**src/rtl/bcp_pkg.sv**
```systemverilog
`timescale 1ns / 1ps

package bcp_pkg;

  // Default build values of the top-level parameters.
  localparam int SCREEN_SIZE_DEF = 512;
  localparam int T_FRAC_BITS_DEF = 10;

  // Stream widths: fields packed from bit 0 up, padded to whole bytes.
  localparam int S_TDATA_W = 88;
  localparam int M_TDATA_W = 40;
  localparam int COORD_W   = 9;
  localparam int T_W       = 11;
  localparam int PT_W      = 11;

  // Sequencer step counter.
  localparam int STEP_W = 5;
  typedef logic [STEP_W-1:0] step_t;

  // Operand register codes, shared by the sequencer and the lerp pipeline.
  typedef logic [4:0] reg_sel_t;
  localparam reg_sel_t REG_P0X = 5'd0;
  localparam reg_sel_t REG_P0Y = 5'd1;
  localparam reg_sel_t REG_HX  = 5'd2;
  localparam reg_sel_t REG_HY  = 5'd3;
  localparam reg_sel_t REG_P2X = 5'd4;
  localparam reg_sel_t REG_P2Y = 5'd5;
  localparam reg_sel_t REG_P3X = 5'd6;
  localparam reg_sel_t REG_P3Y = 5'd7;
  localparam reg_sel_t REG_Q0X = 5'd8;
  localparam reg_sel_t REG_Q0Y = 5'd9;
  localparam reg_sel_t REG_Q1X = 5'd10;
  localparam reg_sel_t REG_Q1Y = 5'd11;
  localparam reg_sel_t REG_Q2X = 5'd12;
  localparam reg_sel_t REG_Q2Y = 5'd13;
  localparam reg_sel_t REG_R0X = 5'd14;
  localparam reg_sel_t REG_R0Y = 5'd15;
  localparam reg_sel_t REG_R1X = 5'd16;
  localparam reg_sel_t REG_R1Y = 5'd17;
  localparam reg_sel_t REG_BX  = 5'd18;
  localparam reg_sel_t REG_BY  = 5'd19;

  // Datapath operations.
  typedef logic [1:0] op_t;
  localparam op_t OP_NOP  = 2'd0;
  localparam op_t OP_LERP = 2'd1;
  localparam op_t OP_FIX  = 2'd2;
  localparam op_t OP_OUT  = 2'd3;

  // Sequencing: advance, or hold until the output register is free and retire.
  typedef logic nxt_t;
  localparam nxt_t NXT_INC    = 1'b0;
  localparam nxt_t NXT_RETIRE = 1'b1;

  typedef struct packed {
    op_t      op;
    nxt_t     nxt;
    reg_sel_t src_a;
    reg_sel_t src_b;
    reg_sel_t dst;
  } ucode_t;

  // Issue into the lerp pipeline, and its write-back.
  typedef struct packed {
    logic     valid;
    reg_sel_t dst;
  } issue_t;

  typedef struct packed {
    logic     valid;
    reg_sel_t dst;
  } wb_t;

  function automatic ucode_t lerp_uw(input reg_sel_t a, input reg_sel_t b, input reg_sel_t d);
    ucode_t w;
    w.op    = OP_LERP;
    w.nxt   = NXT_INC;
    w.src_a = a;
    w.src_b = b;
    w.dst   = d;
    return w;
  endfunction

  function automatic ucode_t ctrl_uw(input op_t o, input nxt_t n);
    ucode_t w;
    w.op    = o;
    w.nxt   = n;
    w.src_a = REG_P0X;
    w.src_b = REG_P0X;
    w.dst   = REG_P0X;
    return w;
  endfunction

  // Control store. A lerp result is read only after it has left the pipeline and
  // been written back; idle steps cover the remaining gaps.
  function automatic ucode_t ucode(input step_t step);
    ucode_t w;
    unique case (step)
      5'd0:    w = lerp_uw(REG_P0X, REG_HX,  REG_Q0X);
      5'd1:    w = lerp_uw(REG_P0Y, REG_HY,  REG_Q0Y);
      5'd2:    w = lerp_uw(REG_HX,  REG_P2X, REG_Q1X);
      5'd3:    w = lerp_uw(REG_HY,  REG_P2Y, REG_Q1Y);
      5'd4:    w = lerp_uw(REG_P2X, REG_P3X, REG_Q2X);
      5'd5:    w = lerp_uw(REG_P2Y, REG_P3Y, REG_Q2Y);
      5'd6:    w = lerp_uw(REG_Q0X, REG_Q1X, REG_R0X);
      5'd7:    w = lerp_uw(REG_Q0Y, REG_Q1Y, REG_R0Y);
      5'd8:    w = lerp_uw(REG_Q1X, REG_Q2X, REG_R1X);
      5'd9:    w = lerp_uw(REG_Q1Y, REG_Q2Y, REG_R1Y);
      5'd10:   w = ctrl_uw(OP_NOP, NXT_INC);
      5'd11:   w = ctrl_uw(OP_NOP, NXT_INC);
      5'd12:   w = lerp_uw(REG_R0X, REG_R1X, REG_BX);
      5'd13:   w = lerp_uw(REG_R0Y, REG_R1Y, REG_BY);
      5'd14:   w = ctrl_uw(OP_NOP, NXT_INC);
      5'd15:   w = ctrl_uw(OP_NOP, NXT_INC);
      5'd16:   w = ctrl_uw(OP_NOP, NXT_INC);
      5'd17:   w = ctrl_uw(OP_FIX, NXT_INC);
      5'd18:   w = ctrl_uw(OP_OUT, NXT_RETIRE);
      default: w = ctrl_uw(OP_NOP, NXT_INC);
    endcase
    return w;
  endfunction

endpackage

```
**src/rtl/bcp_lerp_unit.sv**
```systemverilog
`timescale 1ns / 1ps

// Three-stage lerp pipeline: t*a + (one - t)*b computed as (b << F) + t*(a - b).
module bcp_lerp_unit #(
  parameter int T_FRAC_BITS = bcp_pkg::T_FRAC_BITS_DEF
) (
  input  logic                              clk,
  input  logic                              rst,
  input  logic [T_FRAC_BITS:0]              t,
  input  bcp_pkg::issue_t                   issue,
  input  logic signed [12+3*T_FRAC_BITS-1:0] a,
  input  logic signed [12+3*T_FRAC_BITS-1:0] b,
  output bcp_pkg::wb_t                      wb,
  output logic signed [12+3*T_FRAC_BITS-1:0] res
);
  import bcp_pkg::*;

  localparam int F  = T_FRAC_BITS;
  localparam int TW = F + 1;
  localparam int AW = 12 + 3 * F;
  localparam int DW = 12 + 2 * F;
  localparam int PW = TW + 1 + DW;

  logic signed [AW-1:0] diff_full;
  logic signed [PW-1:0] prod_full;
  logic signed [DW-1:0] diff_r;
  logic signed [AW-1:0] base1_r;
  logic signed [AW-1:0] base2_r;
  logic signed [AW-1:0] prod_r;
  logic signed [AW-1:0] res_r;
  issue_t               s1;
  issue_t               s2;
  issue_t               s3;

  // Operand difference; lerp inputs never exceed the second level, so it fits DW.
  assign diff_full = a - b;
  assign prod_full = $signed({1'b0, t}) * diff_r;

  // Tag pipeline.
  always_ff @(posedge clk) begin
    if (rst) begin
      s1 <= '0;
      s2 <= '0;
      s3 <= '0;
    end else begin
      s1 <= issue;
      s2 <= s1;
      s3 <= s2;
    end
  end

  // Data pipeline: subtract, multiply, accumulate.
  always_ff @(posedge clk) begin
    diff_r  <= diff_full[DW-1:0];
    base1_r <= b <<< F;
    prod_r  <= prod_full[AW-1:0];
    base2_r <= base1_r;
    res_r   <= base2_r + prod_r;
  end

  assign wb.valid = s3.valid;
  assign wb.dst   = s3.dst;
  assign res      = res_r;

endmodule

```
**src/rtl/cubic_bezier_point_plotter.sv**
```systemverilog
`timescale 1ns / 1ps
// The result is loaded into the output register at the last step of the control program.
// The 19-step control program drives twelve lerps through the single shared multiply
// pipeline; a new item is accepted only after the previous one has retired.
// A finished result waits in the output register while the next item is accepted.
// Reset (rst, synchronous) clears the sequencer, output valid and stored handle.
module cubic_bezier_point_plotter #(
  parameter int SCREEN_SIZE = bcp_pkg::SCREEN_SIZE_DEF,
  parameter int T_FRAC_BITS = bcp_pkg::T_FRAC_BITS_DEF
) (
  input  logic                          clk,
  input  logic                          rst,
  input  logic                          s_tvalid,
  output logic                          s_tready,
  // p0_x, p0_y, p1_x, p1_y, p2_x, p2_y, p3_x, p3_y, t_param, zero pad
  input  logic [bcp_pkg::S_TDATA_W-1:0] s_tdata,
  // first_segment
  input  logic                          s_tuser,
  input  logic                          s_tlast,
  output logic                          m_tvalid,
  input  logic                          m_tready,
  // curve_x, curve_y, pixel_row, zero pad
  output logic [bcp_pkg::M_TDATA_W-1:0] m_tdata,
  // in_window
  output logic                          m_tuser
);
  import bcp_pkg::*;

  localparam int F  = T_FRAC_BITS;
  localparam int TW = F + 1;
  localparam int AW = 12 + 3 * F;
  localparam int FW = 3 * F;
  localparam int CW = (F + 2 > 12) ? F + 2 : 12;
  localparam int SW = $clog2(SCREEN_SIZE) + 1;
  localparam int RW = (SW + 1 > 12) ? SW + 1 : 12;
  localparam logic [CW-1:0]        ONE_C  = CW'(1) << F;
  localparam logic signed [RW-1:0] SCRN_S = RW'(SCREEN_SIZE);

  // Input fields.
  logic [COORD_W-1:0] p0_x, p0_y, p1_x, p1_y, p2_x, p2_y, p3_x, p3_y;
  logic [T_W-1:0]     t_param;
  logic [CW-1:0]      t_ext;
  logic [TW-1:0]      t_in_sat;

  // Control state.
  logic   busy;
  step_t  step;
  logic   out_valid;
  ucode_t uw;
  logic   in_acc;
  logic   out_free;
  logic   do_out;

  // Stored reflected handle.
  logic signed [PT_W-1:0] handle_x, handle_y;
  logic signed [PT_W-1:0] hx_in, hy_in;

  // Operand registers.
  logic [TW-1:0]        t_sat;
  logic signed [AW-1:0] p0x, p0y, hx, hy, p2x, p2y, p3x, p3y;
  logic signed [AW-1:0] q0x, q0y, q1x, q1y, q2x, q2y, r0x, r0y, r1x, r1y, bx, by;
  logic signed [AW-1:0] opa, opb;

  // Lerp pipeline connections.
  issue_t               issue;
  wb_t                  wb;
  logic signed [AW-1:0] wb_res;

  // Result registers.
  logic signed [PT_W-1:0] cx, cy;
  logic signed [RW-1:0]   row_w;
  logic signed [RW-1:0]   cx_w;
  logic                   win_w;
  logic [PT_W-1:0]        out_x, out_y, out_row;
  logic                   out_win;

  assign p0_x    = s_tdata[8:0];
  assign p0_y    = s_tdata[17:9];
  assign p1_x    = s_tdata[26:18];
  assign p1_y    = s_tdata[35:27];
  assign p2_x    = s_tdata[44:36];
  assign p2_y    = s_tdata[53:45];
  assign p3_x    = s_tdata[62:54];
  assign p3_y    = s_tdata[71:63];
  assign t_param = s_tdata[82:72];

  // A parameter above one is held at one.
  assign t_ext    = CW'(t_param);
  assign t_in_sat = (t_ext > ONE_C) ? ONE_C[TW-1:0] : t_ext[TW-1:0];

  // First segment uses p1 as handle, later ones the stored reflection.
  assign hx_in = s_tuser ? $signed({2'b00, p1_x}) : handle_x;
  assign hy_in = s_tuser ? $signed({2'b00, p1_y}) : handle_y;

  assign s_tready = !busy;
  assign in_acc   = s_tvalid && s_tready;
  assign uw       = ucode(step);
  assign out_free = !out_valid || m_tready;
  assign do_out   = busy && (uw.op == OP_OUT) && out_free;

  // Operand selection for the lerp pipeline.
  always_comb begin
    case (uw.src_a)
      REG_P0X: opa = p0x;
      REG_P0Y: opa = p0y;
      REG_HX:  opa = hx;
      REG_HY:  opa = hy;
      REG_P2X: opa = p2x;
      REG_P2Y: opa = p2y;
      REG_P3X: opa = p3x;
      REG_P3Y: opa = p3y;
      REG_Q0X: opa = q0x;
      REG_Q0Y: opa = q0y;
      REG_Q1X: opa = q1x;
      REG_Q1Y: opa = q1y;
      REG_Q2X: opa = q2x;
      REG_Q2Y: opa = q2y;
      REG_R0X: opa = r0x;
      REG_R0Y: opa = r0y;
      REG_R1X: opa = r1x;
      REG_R1Y: opa = r1y;
      default: opa = '0;
    endcase
    case (uw.src_b)
      REG_P0X: opb = p0x;
      REG_P0Y: opb = p0y;
      REG_HX:  opb = hx;
      REG_HY:  opb = hy;
      REG_P2X: opb = p2x;
      REG_P2Y: opb = p2y;
      REG_P3X: opb = p3x;
      REG_P3Y: opb = p3y;
      REG_Q0X: opb = q0x;
      REG_Q0Y: opb = q0y;
      REG_Q1X: opb = q1x;
      REG_Q1Y: opb = q1y;
      REG_Q2X: opb = q2x;
      REG_Q2Y: opb = q2y;
      REG_R0X: opb = r0x;
      REG_R0Y: opb = r0y;
      REG_R1X: opb = r1x;
      REG_R1Y: opb = r1y;
      default: opb = '0;
    endcase
  end

  assign issue.valid = busy && (uw.op == OP_LERP);
  assign issue.dst   = uw.dst;

  bcp_lerp_unit #(
    .T_FRAC_BITS(T_FRAC_BITS)
  ) u_lerp (
    .clk  (clk),
    .rst  (rst),
    .t    (t_sat),
    .issue(issue),
    .a    (opa),
    .b    (opb),
    .wb   (wb),
    .res  (wb_res)
  );

  // Drop the fraction bits, rounding toward zero.
  function automatic logic signed [PT_W-1:0] trunc_pt(input logic signed [AW-1:0] v);
    logic signed [AW-1:0] q;
    q = v >>> FW;
    if (v[AW-1] && (v[FW-1:0] != '0)) begin
      q = q + AW'(1);
    end
    return q[PT_W-1:0];
  endfunction

  // Screen row and window test.
  always_comb begin
    cx_w  = RW'(cx);
    row_w = SCRN_S - RW'(cy);
    win_w = (cx_w >= 0) && (cx_w < SCRN_S) && (row_w >= 0) && (row_w < SCRN_S);
  end

  // Sequencer: step counter with hold-and-retire on the output step.
  always_ff @(posedge clk) begin
    if (rst) begin
      busy      <= 1'b0;
      step      <= '0;
      out_valid <= 1'b0;
      handle_x  <= '0;
      handle_y  <= '0;
    end else begin
      if (do_out) begin
        out_valid <= 1'b1;
      end else if (m_tvalid && m_tready) begin
        out_valid <= 1'b0;
      end
      if (in_acc) begin
        busy <= 1'b1;
        step <= '0;
        if (s_tlast) begin
          handle_x <= $signed({1'b0, p3_x, 1'b0}) - $signed({2'b00, p2_x});
          handle_y <= $signed({1'b0, p3_y, 1'b0}) - $signed({2'b00, p2_y});
        end
      end else if (busy) begin
        unique case (uw.nxt)
          NXT_INC: begin
            step <= step + STEP_W'(1);
          end
          NXT_RETIRE: begin
            if (out_free) begin
              busy <= 1'b0;
            end
          end
          default: begin
            step <= step;
          end
        endcase
      end
    end
  end

  // Operand loading at the input transaction.
  always_ff @(posedge clk) begin
    if (in_acc) begin
      t_sat <= t_in_sat;
      p0x   <= AW'($signed({2'b00, p0_x}));
      p0y   <= AW'($signed({2'b00, p0_y}));
      hx    <= AW'(hx_in);
      hy    <= AW'(hy_in);
      p2x   <= AW'($signed({2'b00, p2_x}));
      p2y   <= AW'($signed({2'b00, p2_y}));
      p3x   <= AW'($signed({2'b00, p3_x}));
      p3y   <= AW'($signed({2'b00, p3_y}));
    end
  end

  // Write-back from the lerp pipeline.
  always_ff @(posedge clk) begin
    if (wb.valid) begin
      case (wb.dst)
        REG_Q0X: q0x <= wb_res;
        REG_Q0Y: q0y <= wb_res;
        REG_Q1X: q1x <= wb_res;
        REG_Q1Y: q1y <= wb_res;
        REG_Q2X: q2x <= wb_res;
        REG_Q2Y: q2y <= wb_res;
        REG_R0X: r0x <= wb_res;
        REG_R0Y: r0y <= wb_res;
        REG_R1X: r1x <= wb_res;
        REG_R1Y: r1y <= wb_res;
        REG_BX:  bx  <= wb_res;
        REG_BY:  by  <= wb_res;
        default: q0x <= q0x;
      endcase
    end
  end

  // Integer point, then the output register.
  always_ff @(posedge clk) begin
    if (busy && (uw.op == OP_FIX)) begin
      cx <= trunc_pt(bx);
      cy <= trunc_pt(by);
    end
    if (do_out) begin
      out_x   <= cx;
      out_y   <= cy;
      out_row <= row_w[PT_W-1:0];
      out_win <= win_w;
    end
  end

  assign m_tvalid = out_valid;
  assign m_tdata  = {(M_TDATA_W - 3 * PT_W)'(0), out_row, out_y, out_x};
  assign m_tuser  = out_win;

endmodule
```
**config.mk**
```make
export PLATFORM = sky130hd
export DESIGN_NAME = cubic_bezier_point_plotter
export DESIGN_NICKNAME = d
export VERILOG_FILES = /design/src/rtl/bcp_pkg.sv /design/src/rtl/bcp_lerp_unit.sv /design/src/rtl/cubic_bezier_point_plotter.sv
export SDC_FILE = /design/constraint.sdc
export NUM_CORES = 2
export LEC_CHECK = 0
export ABC_AREA = 1
export BUFFER_PORTS_ARGS = -buffer_cell sky130_fd_sc_hd__buf_4
export CORE_AREA = 5 5 313 315
export DETAILED_ROUTE_END_ITERATION = 7
export DIE_AREA = 0 0 318 320
export GPL_TIMING_DRIVEN = 0
export PLACE_DENSITY = 0.74
export SYNTH_ARGS = -nofsm -noshare
export SYNTH_HDL_FRONTEND = slang
export SYNTH_SLANG_ARGS = --single-unit
```
**constraint.sdc**
```tcl
create_clock -name clk -period 10.7 [get_ports clk]
set_clock_uncertainty 0.05 [all_clocks]
set_input_delay 2.14 -clock clk [delete_from_list [all_inputs] [get_ports clk]]
set_output_delay 2.14 -clock clk [all_outputs]
set_load 0.05 [all_outputs]
```
# [Yosys cells after proc, flatten, opt, wreduce, memory -nomap -nowiden]
# Memory sizes are Yosys's and may differ from the RTL's. A register that Yosys moved wholly into a read port is not among the register bits.
# Index checks and enable logic that the tools add are counted.
[word_totals] memories=1 register_bits=774 romBits=544 wordCells=158 output_inout_bits=43 in_bits=94
[memory_table] name="(no name shown)" depth=32 width=17 rd=1 rd_clocked_by_memory_dff=1 write_ports=0 line="bcp_pkg.sv:98" text="unique case (step)"
[op_classes] n_eq_ne=49 reduce_logical=34 mul=1 bitwise=1 n_mux=14 addsub=8 order_cmp=5
[op_table] cell="32-bit one-hot mux with 18 select lines" count=2
[op_table] cell="5-bit by 4-bit == test with 1-bit output (second input constant)" count=24
[op_table] cell="30-bit nonzero test" count=2
[op_table] cell="11-bit two-way mux" count=4
[op_table] cell="42-bit adder" count=1
[op_table] cell="12-bit by 32-bit multiplier with 42-bit output" count=1
[op_table] cell="5-bit by 3-bit == test with 1-bit output (second input constant)" count=8
[op_table] cell="5-bit == test (second input constant)" count=8
[op_table] cell="32-bit subtractor" count=1
[op_table] cell="2-bit AND reduction" count=14
[op_table] cell="11-bit by 2-bit adder with 11-bit output (second input constant)" count=2
[op_table] cell="10-bit by 9-bit subtractor with 11-bit output" count=2
[op_table] cell="5-bit by 2-bit == test with 1-bit output (second input constant)" count=4
[op_table] cell="12-bit by 1-bit >= comparator with 1-bit output (second input constant)" count=1
[op_table] cell="12-bit by 11-bit < comparator with 1-bit output (second input constant)" count=1
[op_table] cell="11-bit by 11-bit subtractor with 12-bit output (first input constant)" count=1
[op_table] cell="11-bit by 1-bit >= comparator with 1-bit output (second input constant)" count=1
[op_table] cell="11-bit > comparator (second input constant)" count=1
[op_table] cell="1-bit logical AND" count=11
[op_table] cell="11-bit < comparator (second input constant)" count=1
[op_table] cell="5-bit by 1-bit == test with 1-bit output (second input constant)" count=2
[op_table] cell="5-bit zero test" count=2
[op_table] cell="5-bit two-way mux" count=2
[op_table] cell="1-bit two-way mux" count=6
[op_table] cell="other kinds (8)" count=10

# [Logic depth before layout (Yosys ltp)]
[depth] ltp_word=6 ltp_mapped=27 mapped_depth_nobuf=25

# [Modules after synthesis]
# Synthesis repeated with hierarchy kept, for this count alone.
[hier_totals] cells_unflattened=5788 area_unflattened_um2=51718.4
[modules_own_cells] module="cubic_bezier_point_plotter" cells_each=2862 instances=1 seq_area_each_um2=20279.4 area_each_um2=30257.8
[modules_own_cells] module="bcp_lerp_unit" cells_each=2926 instances=1 seq_area_each_um2=3963.8 area_each_um2=21460.6

# [Least setup slack after synthesis]
# OpenSTA, ideal clock, no wires.
[synth_path] path_type="in2reg" startpoint="input s_tvalid" endpoint="register handle_x[10]" setup_slack_ps=2947 stages=6 required_ps=10521 n_path_buf=1 setup_ps=129 t_arrival_ps=7574 path_cell_list="inv_1 -> nor2_1 -> nand2_1 -> clkinv_1 -> clkbuf_1 -> a21oi_1"
[synth_between] elab_chain_len=2
[synth_lines] element="from (decl)" line="cubic_bezier_point_plotter.sv:13" text="input logic s_tvalid,"
[synth_lines] element="1-bit logical AND" line="cubic_bezier_point_plotter.sv:96" text="assign in_acc = s_tvalid && s_tready;"
[synth_lines] element="via in_acc" line="cubic_bezier_point_plotter.sv:50" text="logic in_acc;"
[synth_lines] element="2-bit AND reduction (no line)"
[synth_lines] element="to (signal assigned)" line="cubic_bezier_point_plotter.sv:198" text="handle_x <= $signed({1'b0, p3_x, 1'b0}) - $signed({2'b00, p2_x});"
[synth_lines] element="to (decl)" line="cubic_bezier_point_plotter.sv:55" text="logic signed [PT_W-1:0] handle_x, handle_y;"
# The timed path passes the listed nets, and every way through them passes these cells.
# A chain may end at the register's enable or synchronous reset.

# [Worst setup path after layout]
[layout_path] startpoint="register t_sat[6]" endpoint="register u_lerp.prod_r[32]"
[layout_between] elab_chain_len=1
[layout_lines] element="from (decl)" line="cubic_bezier_point_plotter.sv:59" text="logic [TW-1:0] t_sat;"
[layout_lines] element="from (signal assigned)" line="cubic_bezier_point_plotter.sv:222" text="t_sat <= t_in_sat;"
[layout_lines] element="12-bit by 32-bit multiplier with 42-bit output" line="bcp_lerp_unit.sv:37" text="assign prod_full = $signed({1'b0, t}) * diff_r;"
[layout_lines] element="via u_lerp.prod_full[32]" line="bcp_lerp_unit.sv:25" text="logic signed [PW-1:0] prod_full;"
[layout_lines] element="to (signal assigned)" line="bcp_lerp_unit.sv:56" text="prod_r <= prod_full[AW-1:0];"
[layout_lines] element="to (decl)" line="bcp_lerp_unit.sv:29" text="logic signed [AW-1:0] prod_r;"
# The timed path passes the listed nets, and every way through them passes these cells.

==> results.sh <==
export IMPL_outcome="complete, no violations"
export IMPL_hold_class="register to register"
export IMPL_cts_buffers=81
export IMPL_cp_data_required_time_ns=11.17
export IMPL_grt_pass1_wl_mm=225
export IMPL_worstPathArrival_ns=6.45
export IMPL_drtPass1Iterations=6
export IMPL_synth_distinct_cells=49
export IMPL_crit_path_end_kind="register"
export IMPL_setup_violations=0
export IMPL_crit_type="register to register"
export IMPL_clock_path_buffers=3
export IMPL_cp_common_cell="fa_1"
export IMPL_cts_repair_resize_count=0
export IMPL_min_period_ns=5.98
export IMPL_synth_largest_area_cell="edfxtp_1"
export IMPL_drt_iter0_markers=4826
export IMPL_drt_wl_total_mm=150
export IMPL_globalplace_congestion=1.02
export IMPL_grt_overflow=0
export IMPL_tightest_slew_ns=1.29
export IMPL_period_share_pct=55.9
export IMPL_final_layout_size_suffix_gt1_share_pct=7.25
export IMPL_cp_num_buf_inv=4
export IMPL_ant_nets=0
export IMPL_netlist_area_um2=47000
export IMPL_grtUsageTotal_pct=29.0
export IMPL_insertedDiodeCount=0
export IMPL_portBuffers=123
export IMPL_cp_slowest_cell="clkbuf_1"
export IMPL_crit_fanout=10
export IMPL_fillers=8201
export IMPL_grt_max_degree=32
export IMPL_tns_ns=0
export IMPL_seq_area_frac_synth_pct=45.2
export IMPL_synth_area_leaders="edfxtp_1 35%, fa_1 13%, nand2_1 10%"
export IMPL_avgRoutedWirePerCell_um=22.1
export IMPL_max_freq_ghz=0.167
export IMPL_via_count=37743
export IMPL_antenna_found_initial=5
export IMPL_cts_sinks=788
export IMPL_critPathMaxStageDelay_ns=0.58
export IMPL_syn_to_final_growth_pct=12.5
export IMPL_slew_headroom_pct=13.0
export IMPL_die_y_um=320
export IMPL_rsz0062_at_grt="no"
export IMPL_die_width_um=318
export IMPL_nets=6038
export IMPL_cap_violations=0
export IMPL_cts_tree="yes"
export IMPL_ios=137
export IMPL_register_area_um2=21200
export IMPL_rows=113
export IMPL_ys_warnings_count=0
export IMPL_slew_violations=0
export IMPL_finalHoldViolCount=0
export IMPL_htreeDepth=3
export IMPL_post_cts_setup_buffers=0
export IMPL_multi_input_area_um2=21200
export IMPL_dieArea_um2=102000
export IMPL_yosysTopAreaCellShare_pct=34.9
export IMPL_synth_seq_cells=788
export IMPL_ctsRootBufferMaster="clkbuf_16"
export IMPL_cp_start_kind="register"
export IMPL_core_area_um2=94600
export IMPL_initial_utilization_pct=49.7
export IMPL_crit_path_cell_trace="clkbuf_1 -> nand2_1 -> fa_1 -> inv_1 -> fa_1 -> fa_1 -> fa_1 -> inv_1 -> fa_1 -> inv_1 -> ha_1 -> a21oi_1 -> o21ai_0 -> a21oi_1 -> nor2_1 -> nor2_1 -> nand2_1 -> nand2_1 -> nand2_1"
export IMPL_ys_flop_type="edfxtp_1"
export IMPL_syn_inst=5217
export IMPL_grt_pass1_vias=37337
export IMPL_dp_hpwl_mm=116
export IMPL_synth_edf_count=546
export IMPL_clk_pin_slew_ns=0.07
export IMPL_syn_avg_cell_area_um2=9.01
export IMPL_async_flop_share_pct=0
export IMPL_cp_top_family="adder cells"
export IMPL_clk_latency_ns=0.65
export IMPL_vias_per_cell=5.55
export IMPL_cts_hold_buf=0
export IMPL_drcViolationCount=0
[per-layer routing]
layer  up-vias  track usage, %  wire (um)
li1      17108               -          -
met1     17774            38.1      57500
met2      2356            44.7      65000
met3       505            7.71      18300
met4         0            14.7       9600
met5         -               0          0
[stage by stage]
stage / util, % / std cells / setup slack [ns] / cell area [um^2] / hold slack, ns
after global routing: 55.9 / 6798 / 4.47 / 52900 / 0.258
after global placement: 52.4 / 6611 / -0.174 / 49600 / 0.262
after floorplan: - / 5223 / 2.95 / 47000 / 0.260
after CTS: 55.9 / 6798 / 4.92 / 52900 / 0.258
final: 55.9 / 6798 / 4.72 / 52900 / 0.267
after detailed placement: 52.9 / 6647 / 4.97 / 50100 / 0.262
[layout by cell type, fill, tap and decap left out, drive strengths merged, types with 5 or more instances in the layout]
cell | netlist | layout
o2111ai | 11 | 11
o21bai | 21 | 21
nand2 | 1295 | 1295
a221oi | 39 | 39
xor2 | 74 | 74
clkinvlp | 0 | 5
o22ai | 124 | 124
xnor2 | 24 | 24
clkinv | 2 | 32
a22o | 34 | 34
or2 | 19 | 19
dfxtp | 242 | 242
nor3 | 57 | 57
fa | 301 | 301
conb | 1 | 7
nand3 | 210 | 210
clkbuf | 90 | 194
edfxtp | 546 | 546
nand4 | 58 | 58
nand3b | 12 | 12
o2bb2ai | 7 | 7
bufinv | 0 | 7
nor2 | 365 | 365
o21a | 6 | 6
nor4 | 25 | 25
ha | 178 | 178
o21ai | 122 | 122
o211ai | 12 | 12
inv | 1101 | 1106
a21oi | 151 | 151
a31oi | 5 | 5
a21o | 6 | 6
a21boi | 5 | 5
mux2 | 8 | 8
buf | 48 | 207
[state kept, by name, indices dropped and copies added, names as in the netlist, 15 cells and up]
| register | cells |
|---|---|
| by | 42 |
| bx | 42 |
| q2x | 32 |
| r0y | 32 |
| r0x | 32 |
| u_lerp.base2_r | 32 |
| q1y | 32 |
| q0y | 32 |
| q1x | 32 |
| q2y | 32 |
| uw | 15 |
| u_lerp.diff_r | 32 |
| u_lerp.base1_r | 32 |
| r1y | 32 |
| u_lerp.prod_r | 42 |
| q0x | 32 |
| r1x | 32 |
| u_lerp.res | 42 |
[synth_stat cells, types with 5 or more instances]
| library cell | instances |
|---|---|
| nor2_1 | 354 |
| o2111ai_1 | 11 |
| fa_1 | 301 |
| xor2_1 | 74 |
| a21oi_1 | 151 |
| nand4_1 | 58 |
| o21bai_1 | 21 |
| mux2_2 | 8 |
| o2bb2ai_1 | 7 |
| xnor2_1 | 24 |
| ha_1 | 178 |
| clkbuf_1 | 90 |
| nand3b_1 | 12 |
| a21o_1 | 6 |
| nor2_2 | 7 |
| nand2_1 | 1293 |
| o21ai_0 | 121 |
| o22ai_1 | 124 |
| inv_2 | 8 |
| buf_4 | 10 |
| nor3_1 | 57 |
| o21a_1 | 6 |
| nor4_1 | 25 |
| a221oi_1 | 39 |
| buf_2 | 35 |
| nand3_1 | 208 |
| dfxtp_1 | 242 |
| or2_2 | 19 |
| o211ai_1 | 12 |
| a22o_1 | 34 |
| edfxtp_1 | 546 |
| a31oi_1 | 5 |
| inv_1 | 1093 |
[cells by family after synthesis]
group | Yosys count | share of synthesized area, %
other cells | 1 | 0.00797
buf+inv | 1241 | 10.1
xor+xnor | 98 | 1.83
flops | 788 | 45.2
compound gates | 554 | 7.30
simple gates | 2048 | 17.9
fa+ha+maj | 479 | 17.6
mux | 8 | 0.192
[final cells by class]
type	count	area share [%]
Multi-Input combinational cell	3194	40.0
Clock buffer	104	4.35
Clock inverter	47	0.977
Buffer	138	1.13
Timing Repair Buffer	159	2.54
Inverter	1103	7.83
Tap cell	1265	2.99
Sequential cell	788	40.2
[worst reg2reg max path, stage by stage, from the launching register on]
cell      delay, ns
edfxtp_1       0.54
clkbuf_1       0.59
nand2_1        0.17
fa_1           0.57
inv_1          0.06
fa_1           0.46
fa_1           0.44
fa_1           0.51
inv_1          0.05
fa_1           0.47
inv_1          0.04
ha_1           0.42
a21oi_1        0.56
o21ai_0        0.25
a21oi_1        0.29
nor2_1         0.07
nor2_1         0.13
nand2_1        0.07
nand2_1        0.05
nand2_1        0.06
[path summary, 6_finish.rpt]
kind,startpoint,slack (ns),end,depth (start not counted)
max,t_sat[6]$_SDFFCE_PN0P_,4.72,u_lerp.prod_r[32]$_DFF_P_,19
min,u_lerp.base1_r[33]$_DFF_P_,0.27,u_lerp.base2_r[33]$_DFF_P_,0
max reg2reg,t_sat[6]$_SDFFCE_PN0P_,4.72,u_lerp.prod_r[32]$_DFF_P_,19
min reg2reg,u_lerp.base1_r[33]$_DFF_P_,0.27,u_lerp.base2_r[33]$_DFF_P_,0
Power is left out: the tool's default activity adds up to more than one toggle a clock period on the data nets, which glitch-free logic cannot reach.
